`src/rtl/psfoc_pkg.sv`:
```
package psfoc_pkg;

  // Field widths of the request, the result and the calibration words.
  localparam int unsigned RawW     = 24;
  localparam int unsigned CoefW    = 16;
  localparam int unsigned TempW    = 19;
  localparam int unsigned PresW    = 24;
  localparam int unsigned CfgIdxW  = 3;

  // Internal widths, sized to the extreme values of the formulas.
  localparam int unsigned DtW      = 25;  // raw temperature minus reference
  localparam int unsigned MulW     = 41;  // dT times a 16-bit coefficient
  localparam int unsigned OffW     = 35;  // pressure offset
  localparam int unsigned SensW    = 35;  // pressure sensitivity
  localparam int unsigned SensLoW  = 17;  // low slice of sensitivity
  localparam int unsigned SensHiW  = SensW - SensLoW;
  localparam int unsigned PlW      = RawW + SensLoW;      // unsigned partial product
  localparam int unsigned PhW      = RawW + 1 + SensHiW;  // signed partial product
  localparam int unsigned ProdW    = 60;  // raw pressure times sensitivity
  localparam int unsigned DiffW    = 40;  // scaled product minus offset

  // Base temperature, 20.00 degrees Celsius.
  localparam int unsigned TempBase = 2000;

  // Calibration register indexes.
  typedef enum logic [CfgIdxW-1:0] {
    RegPressureSensitivity  = 3'd0,
    RegPressureOffset       = 3'd1,
    RegSensitivityTempCoeff = 3'd2,
    RegOffsetTempCoeff      = 3'd3,
    RegReferenceTemperature = 3'd4,
    RegTemperatureSlope     = 3'd5
  } cfg_idx_e;

  // The six calibration words.
  typedef struct packed {
    logic [CoefW-1:0] pressure_sensitivity;
    logic [CoefW-1:0] pressure_offset;
    logic [CoefW-1:0] sensitivity_temp_coeff;
    logic [CoefW-1:0] offset_temp_coeff;
    logic [CoefW-1:0] reference_temperature;
    logic [CoefW-1:0] temperature_slope;
  } cal_t;

  // Request state between the coefficient half and the pressure half.
  typedef struct packed {
    logic             valid;
    logic [RawW-1:0]  raw_pressure;
    logic [TempW-1:0] temperature_centi;
    logic [OffW-1:0]  off;
    logic [SensW-1:0] sens;
  } comp_t;

endpackage

```
`src/rtl/psfoc_cfg_regs.sv`:
```
module psfoc_cfg_regs (
  input  logic                              clk_i,
  input  logic                              rst_ni,
  input  logic                              cfg_we_i,
  input  logic [psfoc_pkg::CfgIdxW-1:0]     cfg_index_i,
  input  logic [psfoc_pkg::CoefW-1:0]       cfg_wdata_i,
  output psfoc_pkg::cal_t                   cal_o
);

  psfoc_pkg::cal_t cal_q;
  psfoc_pkg::cal_t cal_d;

  // Decode the register index; unknown indexes leave every word alone.
  always_comb begin
    cal_d = cal_q;
    if (cfg_we_i) begin
      case (psfoc_pkg::cfg_idx_e'(cfg_index_i))
        psfoc_pkg::RegPressureSensitivity:  cal_d.pressure_sensitivity   = cfg_wdata_i;
        psfoc_pkg::RegPressureOffset:       cal_d.pressure_offset        = cfg_wdata_i;
        psfoc_pkg::RegSensitivityTempCoeff: cal_d.sensitivity_temp_coeff = cfg_wdata_i;
        psfoc_pkg::RegOffsetTempCoeff:      cal_d.offset_temp_coeff      = cfg_wdata_i;
        psfoc_pkg::RegReferenceTemperature: cal_d.reference_temperature  = cfg_wdata_i;
        psfoc_pkg::RegTemperatureSlope:     cal_d.temperature_slope      = cfg_wdata_i;
        default: cal_d = cal_q;
      endcase
    end
  end

  // Calibration words reset to zero.
  always_ff @(posedge clk_i or negedge rst_ni) begin
    if (!rst_ni) begin
      cal_q <= '0;
    end else begin
      cal_q <= cal_d;
    end
  end

  assign cal_o = cal_q;

endmodule

```
`config.mk`:
```
export PLATFORM = sky130hd
export DESIGN_NAME = psfoc_cfg_regs
export DESIGN_NICKNAME = d
export VERILOG_FILES = /design/src/rtl/psfoc_pkg.sv /design/src/rtl/psfoc_cfg_regs.sv
export SDC_FILE = /design/constraint.sdc
export NUM_CORES = 1
export LEC_CHECK = 0
export BUFFER_PORTS_ARGS = -buffer_cell sky130_fd_sc_hd__buf_4
export CORE_MARGIN = 10
export CORE_UTILIZATION = 50
export DETAILED_ROUTE_END_ITERATION = 10
export PLACE_DENSITY = 0.77
export SYNTH_ARGS = -nofsm -noshare
export SYNTH_HDL_FRONTEND = slang
export SYNTH_SLANG_ARGS = --single-unit
```
`constraint.sdc`:
```
create_clock -name clk_i -period 1.2 [get_ports clk_i]
set_clock_uncertainty 0.2 [all_clocks]
set_input_delay 0.18 -clock clk_i [delete_from_list [all_inputs] [get_ports clk_i]]
set_output_delay 0.18 -clock clk_i [all_outputs]
set_load 0.005 [all_outputs]
```
==> results.cfg <==
[setup_path]
cp_data_arrival_time_ns = 0.94
crit_type = reg -> out
crit_path_start_kind = flop
worst_setup_path_end_kind = output port
crit_family = flip-flops
worstPathCellList = buf_6
timing.rr.end = cal_o[7]
r2r_start = cal_o[7]
required_ns = 0.82
cp_num_buf_inv = 1
rr_worst_depth = 3
slowest_delay_ns = 0.43
cp_max_fo = 2
r2r_slack_ns = -0.06
cp_slowest_cell = dfrtp_1

[route]
drc_errors = 0
wl_per_cell_um = 22.9
viasPerCell = 5.08
drtPass1Iterations = 5
ant_nets = 0
routed_wirelength_um = 11700
vias = 2603
drt-initial-drc-count = 87

[placement]
gp_congestion = 0.773
port-buffer-count = 117
hpwl_um = 6530
place_inst = 427

[cts]
cts_tree = done
cts_max_level = 3
clk_pin_slew_ns = 0.10
cts_max_path_buffers = 2
clock_sinks = 96
cts_buffers = 9
root_buffer = clkbuf_8
clock_latency_ns = 0.37

[run_status]
status = finished with violations
violations = negative setup slack

[sta]
fin_crit_sh_pct = 110
finalHoldWorstSlack_ns = 0.142
fin_ws_ns = -0.118
fmax_ghz = 0.758
finalHoldViolCount = 0
setup_viol = 110
tightest_slew_ns = 0.280
finalMaxSlewViolations = 0
slew_headroom_pct = 81.3
fin_crit_ns = 1.32
rsz0062_at_grt = yes

[grt]
grt.total_usage_pct = 19.2
grt_first_pass_wirelength_um = 16800
grt_max_degree = 54
overflow = 0
grt_pass1_vias = 2799
antenna_found_initial = 0

[floorplanning]
num_rows = 31
dieWidth_um = 106
io_pins = 118
core_mm2 = 0.00721
dieArea_mm2 = 0.0112
start_util_pct = 51.0
chipHeight_um = 106

[logic_synthesis]
synth_nets = 230
synth_area_leader_cell = dfrtp_1
postSynthAreaPerCell_um2 = 17.7
yosysTopAreaCellShare_pct = 65.3
seq_area_frac_synth_pct = 65.3
synthCells = 208
ys_ff_latch = 96
yosys_warnings = 0
synth_area_mm2 = 0.00368
yosys-top-cells-area = dfrtp_1 65%, mux2_2 29%, buf_6 2.1%
yosys.cell_types.count = 10

[finish]
layout-drive-gt1-share_pct = 72.2
n_antenna_cell = 0
fillers = 332
areaGrowthSynthToFinish_pct = 67.3
largest_reg_flops = 96
nNetsFinal = 431
stdcell_count = 512

[pwr]
vdd_drop_max_mv = 1.07
power.density_mw_per_mm2 = 1750
p_leak_nw = 2.96

[min_path]
hp-class = in -> async

[run]
drv_cap = 0
-- cell usage in the layout (no fill, tap or decap) --
cell type / n
mux2_4: 48
and4bb_1: 1
dlygate4sd3_1: 17
and4bb_2: 2
inv_6: 2
mux2_2: 47
nand4b_2: 2
nor4b_4: 1
buf_12: 9
mux2_1: 1
buf_6: 101
buf_4: 73
bufinv_16: 3
clkinvlp_4: 1
dfrtp_1: 96
clkbuf_8: 9
-- routing by layer --
metal	vias up	track usage, %	routed length (µm)
li1	1134	-	-
met1	1327	25.0	4930
met2	122	28.5	5500
met3	20	7.80	1080
met4	0	6.58	229
met5	-	0	0
-- stage by stage --
stage	power [mW]	util [%]	setup WS, ns	instance area [µm²]	TNS [ns]
CTS	10.3	82.5	-0.107	5950	-7.46
global placement	6.83	68.8	-0.298	4960	-22.80
floorplan	5.31	-	-0.365	3880	-15.00
global route	11.2	85.3	-0.135	6150	-10.45
detailed placement	6.91	68.8	-0.321	4960	-24.19
finish	10.8	85.3	-0.118	6150	-8.17
-- kinds of logic (layout without fill, tap and decap cells) --
kind of cell  after synthesis  after routing  share of synthesized area (%)
buf+inv                    10            215                           2.82
flops                      96             96                           65.3
mux                        96             96                           29.4
simple gates                6              6                           2.48
-- cells in the mapped netlist, drive strengths merged --
master	instances
dfrtp	96
mux2	96
buf	10
and4bb	3
nand4b	2
nor4b	1
-- repair_timing --
action | 4_1_cts | 5_1_grt
endpoints found under the setup margin | 96 | 96
buffers inserted | 29 | 24
hold buffers | 17 | 0
endpoints found under the hold margin | 192 | 0
resized for setup | 96 | 6
gates cloned | 0 | 0
-- worst max path at each step --
stage                      to  cells past startpoint  slack [ns]      startpoint
finish              cal_o[77]                      1       -0.12       cal_o[77]
global route        cal_o[77]                      1       -0.13       cal_o[77]
CTS                 cal_o[51]                      1       -0.11       cal_o[51]
detailed placement  cal_o[89]                      4       -0.32  cfg_index_i[1]
global placement    cal_o[89]                      4       -0.30  cfg_index_i[1]
floorplan           cal_o[80]                      4       -0.36  cfg_index_i[0]
-- cell type report --
class / count / area, µm² / area share [%]
Sequential cell: 96 / 2400 / 39.0
Timing Repair Buffer: 200 / 2040 / 33.1
Multi-Input combinational cell: 102 / 1350 / 22.0
Clock buffer: 9 / 124 / 2.01
Tap cell: 99 / 124 / 2.01
Clock inverter: 6 / 115 / 1.87
-- report_power, final --
part | leakage [nW] | switching [mW] | internal (mW)
Clock | 0.116 | 1.20 | 1.39
Combinational | 1.69 | 1.04 | 2.59
Sequential | 1.15 | 0.604 | 3.95
Note: power is estimated with default switching activity, not from simulation.
