[src/rtl/psfoc_pkg.sv]
package psfoc_pkg;

  // Field widths of the request, the result and the calibration words.
  localparam int unsigned RawW     = 24;
  localparam int unsigned CoefW    = 16;
  localparam int unsigned TempW    = 19;
  localparam int unsigned PresW    = 24;
  localparam int unsigned CfgIdxW  = 3;

  // Internal widths, sized to the extreme values of the formulas.
  localparam int unsigned DtW      = 25;  // raw temperature minus reference
  localparam int unsigned MulW     = 41;  // dT times a 16-bit coefficient
  localparam int unsigned OffW     = 35;  // pressure offset
  localparam int unsigned SensW    = 35;  // pressure sensitivity
  localparam int unsigned SensLoW  = 17;  // low slice of sensitivity
  localparam int unsigned SensHiW  = SensW - SensLoW;
  localparam int unsigned PlW      = RawW + SensLoW;      // unsigned partial product
  localparam int unsigned PhW      = RawW + 1 + SensHiW;  // signed partial product
  localparam int unsigned ProdW    = 60;  // raw pressure times sensitivity
  localparam int unsigned DiffW    = 40;  // scaled product minus offset

  // Base temperature, 20.00 degrees Celsius.
  localparam int unsigned TempBase = 2000;

  // Calibration register indexes.
  typedef enum logic [CfgIdxW-1:0] {
    RegPressureSensitivity  = 3'd0,
    RegPressureOffset       = 3'd1,
    RegSensitivityTempCoeff = 3'd2,
    RegOffsetTempCoeff      = 3'd3,
    RegReferenceTemperature = 3'd4,
    RegTemperatureSlope     = 3'd5
  } cfg_idx_e;

  // The six calibration words.
  typedef struct packed {
    logic [CoefW-1:0] pressure_sensitivity;
    logic [CoefW-1:0] pressure_offset;
    logic [CoefW-1:0] sensitivity_temp_coeff;
    logic [CoefW-1:0] offset_temp_coeff;
    logic [CoefW-1:0] reference_temperature;
    logic [CoefW-1:0] temperature_slope;
  } cal_t;

  // Request state between the coefficient half and the pressure half.
  typedef struct packed {
    logic             valid;
    logic [RawW-1:0]  raw_pressure;
    logic [TempW-1:0] temperature_centi;
    logic [OffW-1:0]  off;
    logic [SensW-1:0] sens;
  } comp_t;

endpackage

[src/rtl/psfoc_coef.sv]
module psfoc_coef (
  input  logic                          clk_i,
  input  logic                          rst_ni,
  input  logic                          valid_i,
  input  logic [psfoc_pkg::RawW-1:0]    raw_pressure_i,
  input  logic [psfoc_pkg::RawW-1:0]    raw_temperature_i,
  input  psfoc_pkg::cal_t               cal_i,
  output psfoc_pkg::comp_t              comp_o
);

  // Stage 1: temperature difference.
  logic                                v1_q;
  logic [psfoc_pkg::RawW-1:0]          p1_q;
  logic signed [psfoc_pkg::DtW-1:0]    dt_d;
  logic signed [psfoc_pkg::DtW-1:0]    dt_q;

  // Stage 2: the three products of dT.
  logic                                v2_q;
  logic [psfoc_pkg::RawW-1:0]          p2_q;
  logic signed [psfoc_pkg::MulW-1:0]   mt_d, mo_d, ms_d;
  logic signed [psfoc_pkg::MulW-1:0]   mt_q, mo_q, ms_q;

  // Stage 3: temperature, offset and sensitivity.
  logic signed [psfoc_pkg::TempW-1:0]  temp_d;
  logic signed [psfoc_pkg::OffW-1:0]   off_d;
  logic signed [psfoc_pkg::SensW-1:0]  sens_d;
  logic                                v3_q;
  logic [psfoc_pkg::RawW-1:0]          p3_q;
  logic [psfoc_pkg::TempW-1:0]         t3_q;
  logic [psfoc_pkg::OffW-1:0]          off3_q;
  logic [psfoc_pkg::SensW-1:0]         sens3_q;

  // dT = raw temperature minus the reference scaled by 256.
  assign dt_d = $signed({1'b0, raw_temperature_i})
              - $signed({1'b0, cal_i.reference_temperature, 8'b0});

  // Each coefficient is taken as a positive signed operand.
  assign mt_d = dt_q * $signed({1'b0, cal_i.temperature_slope});
  assign mo_d = dt_q * $signed({1'b0, cal_i.offset_temp_coeff});
  assign ms_d = dt_q * $signed({1'b0, cal_i.sensitivity_temp_coeff});

  // Arithmetic shifts are taken as the upper bits of each product.
  assign temp_d = $signed({mt_q[psfoc_pkg::MulW-1], mt_q[psfoc_pkg::MulW-1:23]})
                + $signed(psfoc_pkg::TempW'(psfoc_pkg::TempBase));
  assign off_d  = $signed({3'b000, cal_i.pressure_offset, 16'b0})
                + $signed({mo_q[psfoc_pkg::MulW-1], mo_q[psfoc_pkg::MulW-1:7]});
  assign sens_d = $signed({4'b0000, cal_i.pressure_sensitivity, 15'b0})
                + $signed({{2{ms_q[psfoc_pkg::MulW-1]}}, ms_q[psfoc_pkg::MulW-1:8]});

  // Valid bits of the three stages.
  always_ff @(posedge clk_i or negedge rst_ni) begin
    if (!rst_ni) begin
      v1_q <= 1'b0;
      v2_q <= 1'b0;
      v3_q <= 1'b0;
    end else begin
      v1_q <= valid_i;
      v2_q <= v1_q;
      v3_q <= v2_q;
    end
  end

  // Payload registers of the three stages.
  always_ff @(posedge clk_i) begin
    p1_q    <= raw_pressure_i;
    dt_q    <= dt_d;
    p2_q    <= p1_q;
    mt_q    <= mt_d;
    mo_q    <= mo_d;
    ms_q    <= ms_d;
    p3_q    <= p2_q;
    t3_q    <= temp_d;
    off3_q  <= off_d;
    sens3_q <= sens_d;
  end

  // Hand the stage 3 request to the pressure half.
  always_comb begin
    comp_o.valid             = v3_q;
    comp_o.raw_pressure      = p3_q;
    comp_o.temperature_centi = t3_q;
    comp_o.off               = off3_q;
    comp_o.sens              = sens3_q;
  end

endmodule

[config.mk]
export PLATFORM = sky130hd
export DESIGN_NAME = psfoc_coef
export DESIGN_NICKNAME = d
export VERILOG_FILES = /design/src/rtl/psfoc_pkg.sv /design/src/rtl/psfoc_coef.sv
export SDC_FILE = /design/constraint.sdc
export NUM_CORES = 2
export LEC_CHECK = 0
export BUFFER_PORTS_ARGS = -buffer_cell sky130_fd_sc_hd__buf_2
export CORE_MARGIN = 2
export CORE_UTILIZATION = 65
export DETAILED_ROUTE_END_ITERATION = 12
export PLACE_DENSITY = 0.95
export RECOVER_POWER = 50
export SYNTH_ARGS = -nofsm -noshare
export SYNTH_HDL_FRONTEND = slang
export SYNTH_SLANG_ARGS = --single-unit
[constraint.sdc]
create_clock -name clk_i -period 19 [get_ports clk_i]
set_input_delay 3.8 -clock clk_i [delete_from_list [all_inputs] [get_ports clk_i]]
set_output_delay 3.8 -clock clk_i [all_outputs]
set_load 0.02 [all_outputs]
==> out/qor.txt <==
status: finished, final reports clean
# Post-CTS Setup Buffers: 0
RR Startpoint: dt_q[6]$_DFF_P_
WL final: 123,000 um
final setup violation count: 0
period utilization: 55.1%
Die Ht: 278 um
top-level I/O count: 261
layout cell share with drive strength beyond 1: 5.72%
Die ar.: 0.0774 mm^2
Max Cap Viol: 0
Distinct cells, synth: 66
CTS-repair resized insts: 0
worst path cell trace: buf_2 > and2_1 > fa_1 > inv_1 > fa_1 > fa_1 > inv_1 > fa_1 > fa_1 > inv_1 > fa_1 > inv_1 > ha_1 > nand2_1 > a211o_1 > a211oi_1 > o21ba_1 > nand2b_1 > a21o_1 > o2111ai_2 > a21oi_1 > nor3_1 > or3b_1
clk slew on worst S/H paths: 0.07 ns
clock latency on the worst-skew pair: 0.65 ns
final setup skew: 0.0330 ns
H-tree depth: 1
critical path class: input pin to flop
Reg2Reg Setup Slack: 11.27 ns
syn_nets: 6,886
Post-Syn Instances: 5,241
Slew @ Worst Pin: 1.36 ns
core area: 0.0744 mm^2
IO Port Bufs: 260
Worst slew margin: 8.69%
GRT overflow: 0
vias in the first global route: 41.6k
#FFs+latches synth: 273
Post-synth top flop: dfxtp_1
Initial Util: 65.7%
Yosys top cell area share: 47.3%
drt first-iter violations: 3,056
clk sinks: 273
Syn Area/Cell: 9.33 um^2
Overall Global Routing Usage: 33.6%
Critical-path top delay cell: a211oi_1
area grow syn2layout: 5.75%
buffers plus inverters on the worst setup path: 5
CP Max Fanout: 25
Setup crit end kind: flop
post-route ant nets: 0
# nets final: 6,975
Post-synth EDFFs: 0
Slew Viols, Final: 0
hold endpoint: p3_q[23]$_DFF_P_
Worst path most repeated cell: fa_1
Req. time, crit path: 19.51 ns
drt pass-1 iters: 8
final hold violation count: 0
register area share after synthesis: 11.2%
DRC Markers: 0
DP HPWL: 89,400 um
Cell Area, Synth: 0.0489 mm^2
Critical Path Start Type: input pin
CTS tree: done
worst reg2reg endpoint: mo_q[40]$_DFF_P_
Vias/cell: 5.70
RSZ-0062 raised after global routing: no
Hold Crit Depth: 0
fin crit period: 10.48 ns
number of hold buffers added after cts: 0
die width: 278 um
clock tree buffer depth: 3
Rows: 100
setup TNS: 0 ns
Yosys warnings: 0
Fmax: 0.0955 GHz
HP Start: p2_q[23]$_DFF_P_
Avg WL per Cell: 19.5 um
CP max stage delay: 0.56 ns
vias post-DR: 36.1k
root buf cell: clkbuf_16
total CTS buffers: 30
post-synth top area cell: fa_1
final core occ: 69.4%
largest net degree at the start of global routing: 49
r2r worst-path depth: 23
ys async rst share: 1.10%
largest cells by area after synthesis: fa_1 47%, dfxtp_1 11%, inv_1 11%
Hold Path Class: flop to flop
antenna violations before repair: 18
CP arrival: 10.99 ns
first-pass GRT wire length: 204,000 um
routability cong.: 0.878
CP delay by family, top: adder cells
per-stage QoR:
| stage | std cells | worst slack [ns] | area [um^2] | hold slack, ns |
|---|---|---|---|---|
| after floorplan | 5241 | 9.17 | 48900 | 0.310 |
| after global placement | 6267 | 8.54 | 50700 | 0.310 |
| after detailed placement | 6267 | 8.30 | 50700 | 0.312 |
| after CTS | 6322 | 8.85 | 51700 | 0.322 |
| after global routing | 6327 | 8.43 | 51700 | 0.328 |
| final | 6330 | 8.52 | 51700 | 0.322 |
cell type report:
type	count	area (um^2)
Inverter	1400	5260
Sequential cell	273	5480
Tap cell	969	1210
Clock inverter	22	239
Timing Repair Buffer	285	1430
Multi-Input combinational cell	3340	37300
Fill cell	5050	22700
Antenna cell	8	20.0
Clock buffer	33	772
how the worst max path moves through the flow:
stage	to	slack (ns)	start	cells after the start
after floorplan	mo_q[40]$_DFF_P_	9.17	cal_i[36]	23
after global routing	ms_q[38]$_DFF_P_	8.43	cal_i[56]	24
after global placement	ms_q[38]$_DFF_P_	8.54	cal_i[50]	22
after CTS	mo_q[40]$_DFF_P_	8.85	cal_i[40]	24
after detailed placement	mo_q[40]$_DFF_P_	8.30	cal_i[35]	22
final	mo_q[40]$_DFF_P_	8.52	cal_i[39]	23
state kept, by name (all words and copies together), names as in the netlist:
name / flops
t3_q: 19
off3_q: 35
p2_q: 24
sens3_q: 34
v2_q: 1
v1_q: 1
mt_q: 18
p3_q: 24
ms_q: 33
mo_q: 34
v3_q: 1
p1_q: 24
dt_q: 25
routing by layer:
metal	track usage, %	wire, um
met1	38.4	40700
met2	56.6	61400
met3	8.72	12800
met4	20.9	8260
met5	0	91
layout by cell type, fill, tap and decap left out, types with 22 or more instances in the layout:
master	n
a21o_1	40
a21oi_1	69
and2_1	466
buf_2	214
buf_4	25
clkbuf_1	48
clkbuf_16	30
dfxtp_1	270
fa_1	1155
ha_1	343
inv_1	1400
nand2_1	768
nor2_1	85
o21a_1	22
o21ai_0	46
xnor2_1	105
xor2_1	43
cells in the mapped netlist, types with 2 or more instances:
| library cell | n |
|---|---|
| o2111a_1 | 2 |
| o21ai_1 | 2 |
| fa_1 | 1155 |
| nor3_1 | 19 |
| dfxtp_1 | 270 |
| and3_1 | 19 |
| a221o_1 | 2 |
| o2111ai_1 | 3 |
| or2_2 | 6 |
| nor2_1 | 85 |
| inv_1 | 1400 |
| nand2_1 | 768 |
| nand2b_1 | 16 |
| a21oi_1 | 69 |
| and2_1 | 466 |
| buf_4 | 2 |
| a21o_1 | 40 |
| xnor2_1 | 105 |
| o311ai_0 | 2 |
| a21boi_0 | 11 |
| a211o_1 | 7 |
| a311oi_1 | 2 |
| a41o_1 | 2 |
| a211oi_1 | 8 |
| nor2b_1 | 18 |
| or3_1 | 5 |
| nand4_1 | 9 |
| o21bai_1 | 2 |
| a31oi_1 | 7 |
| dfrtp_1 | 3 |
| or4_1 | 2 |
| o211ai_1 | 3 |
| a2111oi_0 | 2 |
| ha_1 | 343 |
| xor2_1 | 43 |
| o21ai_0 | 46 |
| o21a_1 | 22 |
| clkbuf_1 | 226 |
| nand3_1 | 15 |
| and4_1 | 7 |
| a21boi_1 | 2 |
cells by family (layout without fill, tap and decap cells):
group	count (synthesis)	in the layout	synth area share [%]
other	0	8	0
adders and majority gates	1498	1498	56.1
xor gates and xnor gates	148	148	2.65
buffers and inverters	1628	1740	12.5
DFF	273	273	11.2
AOI/OAI and AO/OA	254	254	3.52
and+or+nand+nor	1440	1440	14.0
Power is left out: the tool's default activity adds up to more than one toggle a clock period on the data nets, which glitch-free logic cannot reach.
