==> src/rtl/psfoc_pkg.sv <==
package psfoc_pkg;

  // Field widths of the request, the result and the calibration words.
  localparam int unsigned RawW     = 24;
  localparam int unsigned CoefW    = 16;
  localparam int unsigned TempW    = 19;
  localparam int unsigned PresW    = 24;
  localparam int unsigned CfgIdxW  = 3;

  // Internal widths, sized to the extreme values of the formulas.
  localparam int unsigned DtW      = 25;  // raw temperature minus reference
  localparam int unsigned MulW     = 41;  // dT times a 16-bit coefficient
  localparam int unsigned OffW     = 35;  // pressure offset
  localparam int unsigned SensW    = 35;  // pressure sensitivity
  localparam int unsigned SensLoW  = 17;  // low slice of sensitivity
  localparam int unsigned SensHiW  = SensW - SensLoW;
  localparam int unsigned PlW      = RawW + SensLoW;      // unsigned partial product
  localparam int unsigned PhW      = RawW + 1 + SensHiW;  // signed partial product
  localparam int unsigned ProdW    = 60;  // raw pressure times sensitivity
  localparam int unsigned DiffW    = 40;  // scaled product minus offset

  // Base temperature, 20.00 degrees Celsius.
  localparam int unsigned TempBase = 2000;

  // Calibration register indexes.
  typedef enum logic [CfgIdxW-1:0] {
    RegPressureSensitivity  = 3'd0,
    RegPressureOffset       = 3'd1,
    RegSensitivityTempCoeff = 3'd2,
    RegOffsetTempCoeff      = 3'd3,
    RegReferenceTemperature = 3'd4,
    RegTemperatureSlope     = 3'd5
  } cfg_idx_e;

  // The six calibration words.
  typedef struct packed {
    logic [CoefW-1:0] pressure_sensitivity;
    logic [CoefW-1:0] pressure_offset;
    logic [CoefW-1:0] sensitivity_temp_coeff;
    logic [CoefW-1:0] offset_temp_coeff;
    logic [CoefW-1:0] reference_temperature;
    logic [CoefW-1:0] temperature_slope;
  } cal_t;

  // Request state between the coefficient half and the pressure half.
  typedef struct packed {
    logic             valid;
    logic [RawW-1:0]  raw_pressure;
    logic [TempW-1:0] temperature_centi;
    logic [OffW-1:0]  off;
    logic [SensW-1:0] sens;
  } comp_t;

endpackage

==> src/rtl/psfoc_pres.sv <==
module psfoc_pres (
  input  logic                          clk_i,
  input  logic                          rst_ni,
  input  psfoc_pkg::comp_t              comp_i,
  output logic                          valid_o,
  output logic [psfoc_pkg::TempW-1:0]   temperature_centi_o,
  output logic [psfoc_pkg::PresW-1:0]   pressure_comp_o
);

  // Stage 4: two partial products of raw pressure times sensitivity.
  logic                                v4_q;
  logic [psfoc_pkg::TempW-1:0]         t4_q;
  logic [psfoc_pkg::OffW-1:0]          off4_q;
  logic [psfoc_pkg::PlW-1:0]           plo_d, plo_q;
  logic signed [psfoc_pkg::PhW-1:0]    phi_d, phi_q;

  // Stage 5: full product.
  logic                                v5_q;
  logic [psfoc_pkg::TempW-1:0]         t5_q;
  logic [psfoc_pkg::OffW-1:0]          off5_q;
  logic signed [psfoc_pkg::ProdW-1:0]  prod_d, prod_q;

  // Stage 6: offset removal and final scaling.
  logic signed [psfoc_pkg::DiffW-1:0]  diff_d;
  logic                                v6_q;
  logic [psfoc_pkg::TempW-1:0]         t6_q;
  logic [psfoc_pkg::PresW-1:0]         p6_q;

  // Split sensitivity into an unsigned low slice and a signed high slice.
  assign plo_d = comp_i.raw_pressure * comp_i.sens[psfoc_pkg::SensLoW-1:0];
  assign phi_d = $signed({1'b0, comp_i.raw_pressure})
               * $signed(comp_i.sens[psfoc_pkg::SensW-1:psfoc_pkg::SensLoW]);

  // Recombine the partial products.
  assign prod_d = ($signed(psfoc_pkg::ProdW'(phi_q)) <<< psfoc_pkg::SensLoW)
                + $signed(psfoc_pkg::ProdW'(plo_q));

  // Product shifted down by 21, minus the offset; the final shift by 15 is a slice.
  assign diff_d = $signed({prod_q[psfoc_pkg::ProdW-1], prod_q[psfoc_pkg::ProdW-1:21]})
                - $signed({{5{off5_q[psfoc_pkg::OffW-1]}}, off5_q});

  // Valid bits of the three stages.
  always_ff @(posedge clk_i or negedge rst_ni) begin
    if (!rst_ni) begin
      v4_q <= 1'b0;
      v5_q <= 1'b0;
      v6_q <= 1'b0;
    end else begin
      v4_q <= comp_i.valid;
      v5_q <= v4_q;
      v6_q <= v5_q;
    end
  end

  // Payload registers of the three stages.
  always_ff @(posedge clk_i) begin
    t4_q   <= comp_i.temperature_centi;
    off4_q <= comp_i.off;
    plo_q  <= plo_d;
    phi_q  <= phi_d;
    t5_q   <= t4_q;
    off5_q <= off4_q;
    prod_q <= prod_d;
    t6_q   <= t5_q;
    p6_q   <= diff_d[psfoc_pkg::PresW+14:15];
  end

  assign valid_o             = v6_q;
  assign temperature_centi_o = t6_q;
  assign pressure_comp_o     = p6_q;

endmodule

==> config.mk <==
export PLATFORM = sky130hd
export DESIGN_NAME = psfoc_pres
export DESIGN_NICKNAME = d
export VERILOG_FILES = /design/src/rtl/psfoc_pkg.sv /design/src/rtl/psfoc_pres.sv
export SDC_FILE = /design/constraint.sdc
export NUM_CORES = 2
export LEC_CHECK = 0
export ABC_CLOCK_PERIOD_IN_PS = 2400
export BUFFER_PORTS_ARGS = -buffer_cell sky130_fd_sc_hd__buf_2
export CORE_UTILIZATION = 32
export DETAILED_ROUTE_END_ITERATION = 7
export PLACE_DENSITY_LB_ADDON = 0.25
export SETUP_SLACK_MARGIN = 0.4
export SYNTH_ARGS = -nofsm -noshare
export SYNTH_HDL_FRONTEND = slang
export SYNTH_SLANG_ARGS = --single-unit
==> constraint.sdc <==
create_clock -name clk_i -period 2.4 [get_ports clk_i]
set_clock_uncertainty 0.05 [all_clocks]
set_input_delay 0.12 -clock clk_i [delete_from_list [all_inputs] [get_ports clk_i]]
set_output_delay 0.12 -clock clk_i [all_outputs]
set_load 0.05 [all_outputs]
==> metrics <==
Hold EP=phi_q[1]$_DFF_P_; Unique masters post-synth=just over 80; Max-Cap Viols=0; Synth-to-Final Area Change=35.9%; prevailing post-synth register cell=dfxtp_1; fraction of layout cells with a size suffix above 1=between 20% and 30%; Starting Density=approximately a third; fin nets=about 5800; Root Buffer Master=clkbuf_16; Die W=approximately 340 um; first-pass GRT wire length=between 150 and 200 mm; Cell Rows=between 100 and 150; port bufs=around 160; Slew @ Worst Pin=roughly 0.44 ns; crit-path max FO=5; H-tree depth=1; headroom to the max-slew limit=approximately 71%; CTS Buffer Depth=3; R2R Setup Slk=-0.23 ns; First-pass DRT Iterations=5; FF-to-FF Start=plo_q[30]$_DFF_P_; initial antenna violation count=8; family with the most delay on the worst path=adder cells; hold path cells=4; Avg Inst Size Synth=between 9 and 10 um2; CTS buffer count=29; crit-path max cell delay=between 0.5 and 0.6 ns; min Tclk post-route=between 5 and 6 ns; Place WS=-3.84 ns; I/O pins=160; Post-synth ARST share=1.15%; Skew-Pair Late Insertion Delay=~0.58 ns; Core ar.=~110000 um2; Residual DRC=0; Clock transition at path regs=0.06 ns; total number of vias=about 27000; grt total ovfl=0; Setup CP Type=in -> reg; buffers plus inverters on the worst setup path=11; WP data required=~2.8 ns; status=complete, but fails checks; Synth Warn #=0; violated checks=setup timing; Post-Syn Nets=roughly 5000; Slowest cell on crit path=fa_1; fin crit share=221%; GPL Wtd Cong=around 0.85; register bit total from synthesis=260; Netlist Area Pre-Place=35500 um2; Iter 0 DRT Violations=roughly 1100; detail-routed via count per cell=~4.5; final setup fails=86; Total Routing Usage GR=a little under a fifth; setup ws final=-2.90 ns; type of origin of the critical path=input port; final wirelength=about 100 mm; fmax=roughly 190 MHz; HP Class=in -> reg; final hold violation count=0; hpwl dp=83.4 mm; CP arrival=~5.7 ns; DR WL/cell=16.6 um; antenna-violating nets left=0; Worst Setup End Kind=register; R2R Path End=prod_q[55]$_DFF_P_; Seq/Total Area, Yosys=14.7%; FILL cells=10600; path depth of the worst reg2reg path=10; Die Span Y=~340 um; Cells after Synth=roughly 3900; Clock Sink Count=260; largest net degree at the start of global routing=22; Max Slew Vio Count=0; die area=112000 um2; setup TNS=-153.32 ns; Critical Path Most Common Cell=fa_1; Worst Hold Launch=comp_i[17]; vias in the first global route=between 20000 and 30000; CTS tree=built; Post-synth EDFFs=0; RSZ-0062 raised after global routing=yes
-- stage by stage --
| stage | util (%) | area, um2 | hold WS [ns] | std cells |
|---|---|---|---|---|
| floorplan | - | 37000 | -0.226 | 3895 |
| global placement | 39.0 | 42700 | -0.136 | 5883 |
| detailed placement | 39.0 | 42700 | -0.134 | 5883 |
| CTS | 42.9 | 47000 | 0.0994 | 6084 |
| global route | 44.1 | 48200 | 0.0999 | 6135 |
| finish | 44.1 | 48200 | 0.110 | 6136 |
-- routing by layer --
layer	wire [um]	GRT usage (%)	part of all wire, %
met1	48300	26.0	47
met3	5130	2.72	5.0
met4	2320	4.02	2.3
met2	46400	30.3	45
met5	46	0	0.045
-- final cells by class --
cell class / count / area (um2) / area share, %
multi-input combinational: 2567 / 28800 / 59.7
clock buffer: 33 / 761 / 1.58
tap: 1476 / 1850 / 3.83
sequential: 260 / 5240 / 10.9
antenna: 2 / 5.00 / 0.0104
inverter: 902 / 3390 / 7.03
timing repair buffer: 877 / 7960 / 16.5
clock inverter: 19 / 241 / 0.501
-- registers in the layout, summed over array words and instances (netlist names) --
name and flops:
v5_q 1, t5_q 19, v4_q 1, plo_q 24
prod_q 39, off4_q 35, temperature_centi_o 19, t4_q 19
pressure_comp_o 24, phi_q 43, off5_q 35, valid_o 1
-- worst max path at each step --
stage	start	to	slack (ns)	cells after the start
finish	comp_i[97]	phi_q[35]$_DFF_P_	-2.90	27
floorplan	comp_i[23]	phi_q[40]$_DFF_P_	-3.07	21
global route	comp_i[97]	phi_q[40]$_DFF_P_	-3.03	22
CTS	comp_i[95]	phi_q[40]$_DFF_P_	-2.89	22
global placement	comp_i[95]	plo_q[29]$_DFF_P_	-3.73	21
detailed placement	comp_i[94]	plo_q[40]$_DFF_P_	-3.84	23
-- cells in the final DEF, fill, tap and decap left out, types with 8 or more instances in the layout --
cell type,synthesis,routed
dfxtp_2,0,12
and2_4,0,38
a21o_1,65,64
o21ai_0,42,15
and2_1,318,280
buf_6,4,128
nand4_1,21,21
buf_8,0,19
xor2_1,40,38
fa_1,679,636
nand2_2,0,28
o21ai_2,0,20
xnor2_2,0,17
xnor2_1,80,62
ha_4,0,70
a21oi_4,0,15
nand2_1,579,536
a21oi_1,113,47
nor2_1,65,54
dlygate4sd3_1,0,58
inv_1,902,839
a31oi_1,14,8
dfxtp_1,257,243
clkbuf_16,0,31
a21oi_2,0,51
nand3_1,29,25
buf_12,0,42
o21bai_1,15,13
o21ai_1,10,10
nand2_4,0,15
nand2b_1,18,18
ha_1,318,245
fa_2,0,43
buf_4,2,499
buf_16,0,10
nor3_1,20,13
nor2b_1,14,11
buf_2,1,111
inv_2,0,62
and3_1,14,9
-- cells by family (layout without fill, tap and decap cells) --
| family | Yosys count | after routing | synth area share, % |
|---|---|---|---|
| XOR/XNOR | 120 | 120 | 2.96 |
| other | 0 | 2 | 0 |
| flip-flops | 260 | 260 | 14.7 |
| AO/OA/AOI/OAI | 340 | 340 | 6.33 |
| buffers and inverters | 1068 | 1831 | 11.5 |
| adder cells (fa/ha/maj) | 997 | 997 | 49.5 |
| AND/OR/NAND/NOR | 1110 | 1110 | 15.0 |
-- what timing repair did --
| item | 4_1_cts | 5_1_grt |
|---|---|---|
| pin swaps | 235 | 177 |
| buffers inserted | 84 | 48 |
| gates resized for setup | 447 | 215 |
| hold buffers | 58 | 0 |
| endpoints found under the setup margin | 119 | 121 |
| hold endpoints to repair | 59 | 0 |
| cloned | 7 | 2 |
-- worst min-delay path, cell delays in order --
cell and delay [ns]:
clkbuf_4 0.17, buf_12 0.15, and2_1 0.13, ha_1 0.11
-- cell usage after synthesis (4+ instances only) --
| cell type | count | area share, % |
|---|---|---|
| a211o_1 | 7 | 0.17 |
| a211oi_1 | 10 | 0.21 |
| a21boi_0 | 4 | 0.085 |
| a21o_1 | 65 | 1.4 |
| a21oi_1 | 113 | 1.6 |
| a31oi_1 | 14 | 0.25 |
| and2_1 | 318 | 5.6 |
| and3_1 | 14 | 0.25 |
| and4_1 | 4 | 0.099 |
| buf_6 | 4 | 0.13 |
| clkbuf_1 | 155 | 1.6 |
| dfxtp_1 | 257 | 14 |
| fa_1 | 679 | 38 |
| ha_1 | 318 | 11 |
| inv_1 | 902 | 9.5 |
| nand2_1 | 579 | 6.1 |
| nand2b_1 | 18 | 0.32 |
| nand3_1 | 29 | 0.41 |
| nand4_1 | 21 | 0.37 |
| nor2_1 | 65 | 0.69 |
| nor2b_1 | 14 | 0.25 |
| nor3_1 | 20 | 0.28 |
| o211ai_1 | 7 | 0.15 |
| o21a_1 | 9 | 0.19 |
| o21ai_0 | 42 | 0.59 |
| o21ai_1 | 10 | 0.14 |
| o21bai_1 | 15 | 0.32 |
| or3_1 | 6 | 0.11 |
| xnor2_1 | 80 | 2.0 |
| xor2_1 | 40 | 0.99 |
Power is left out: the tool's default activity adds up to more than one toggle a clock period on the data nets, which glitch-free logic cannot reach.
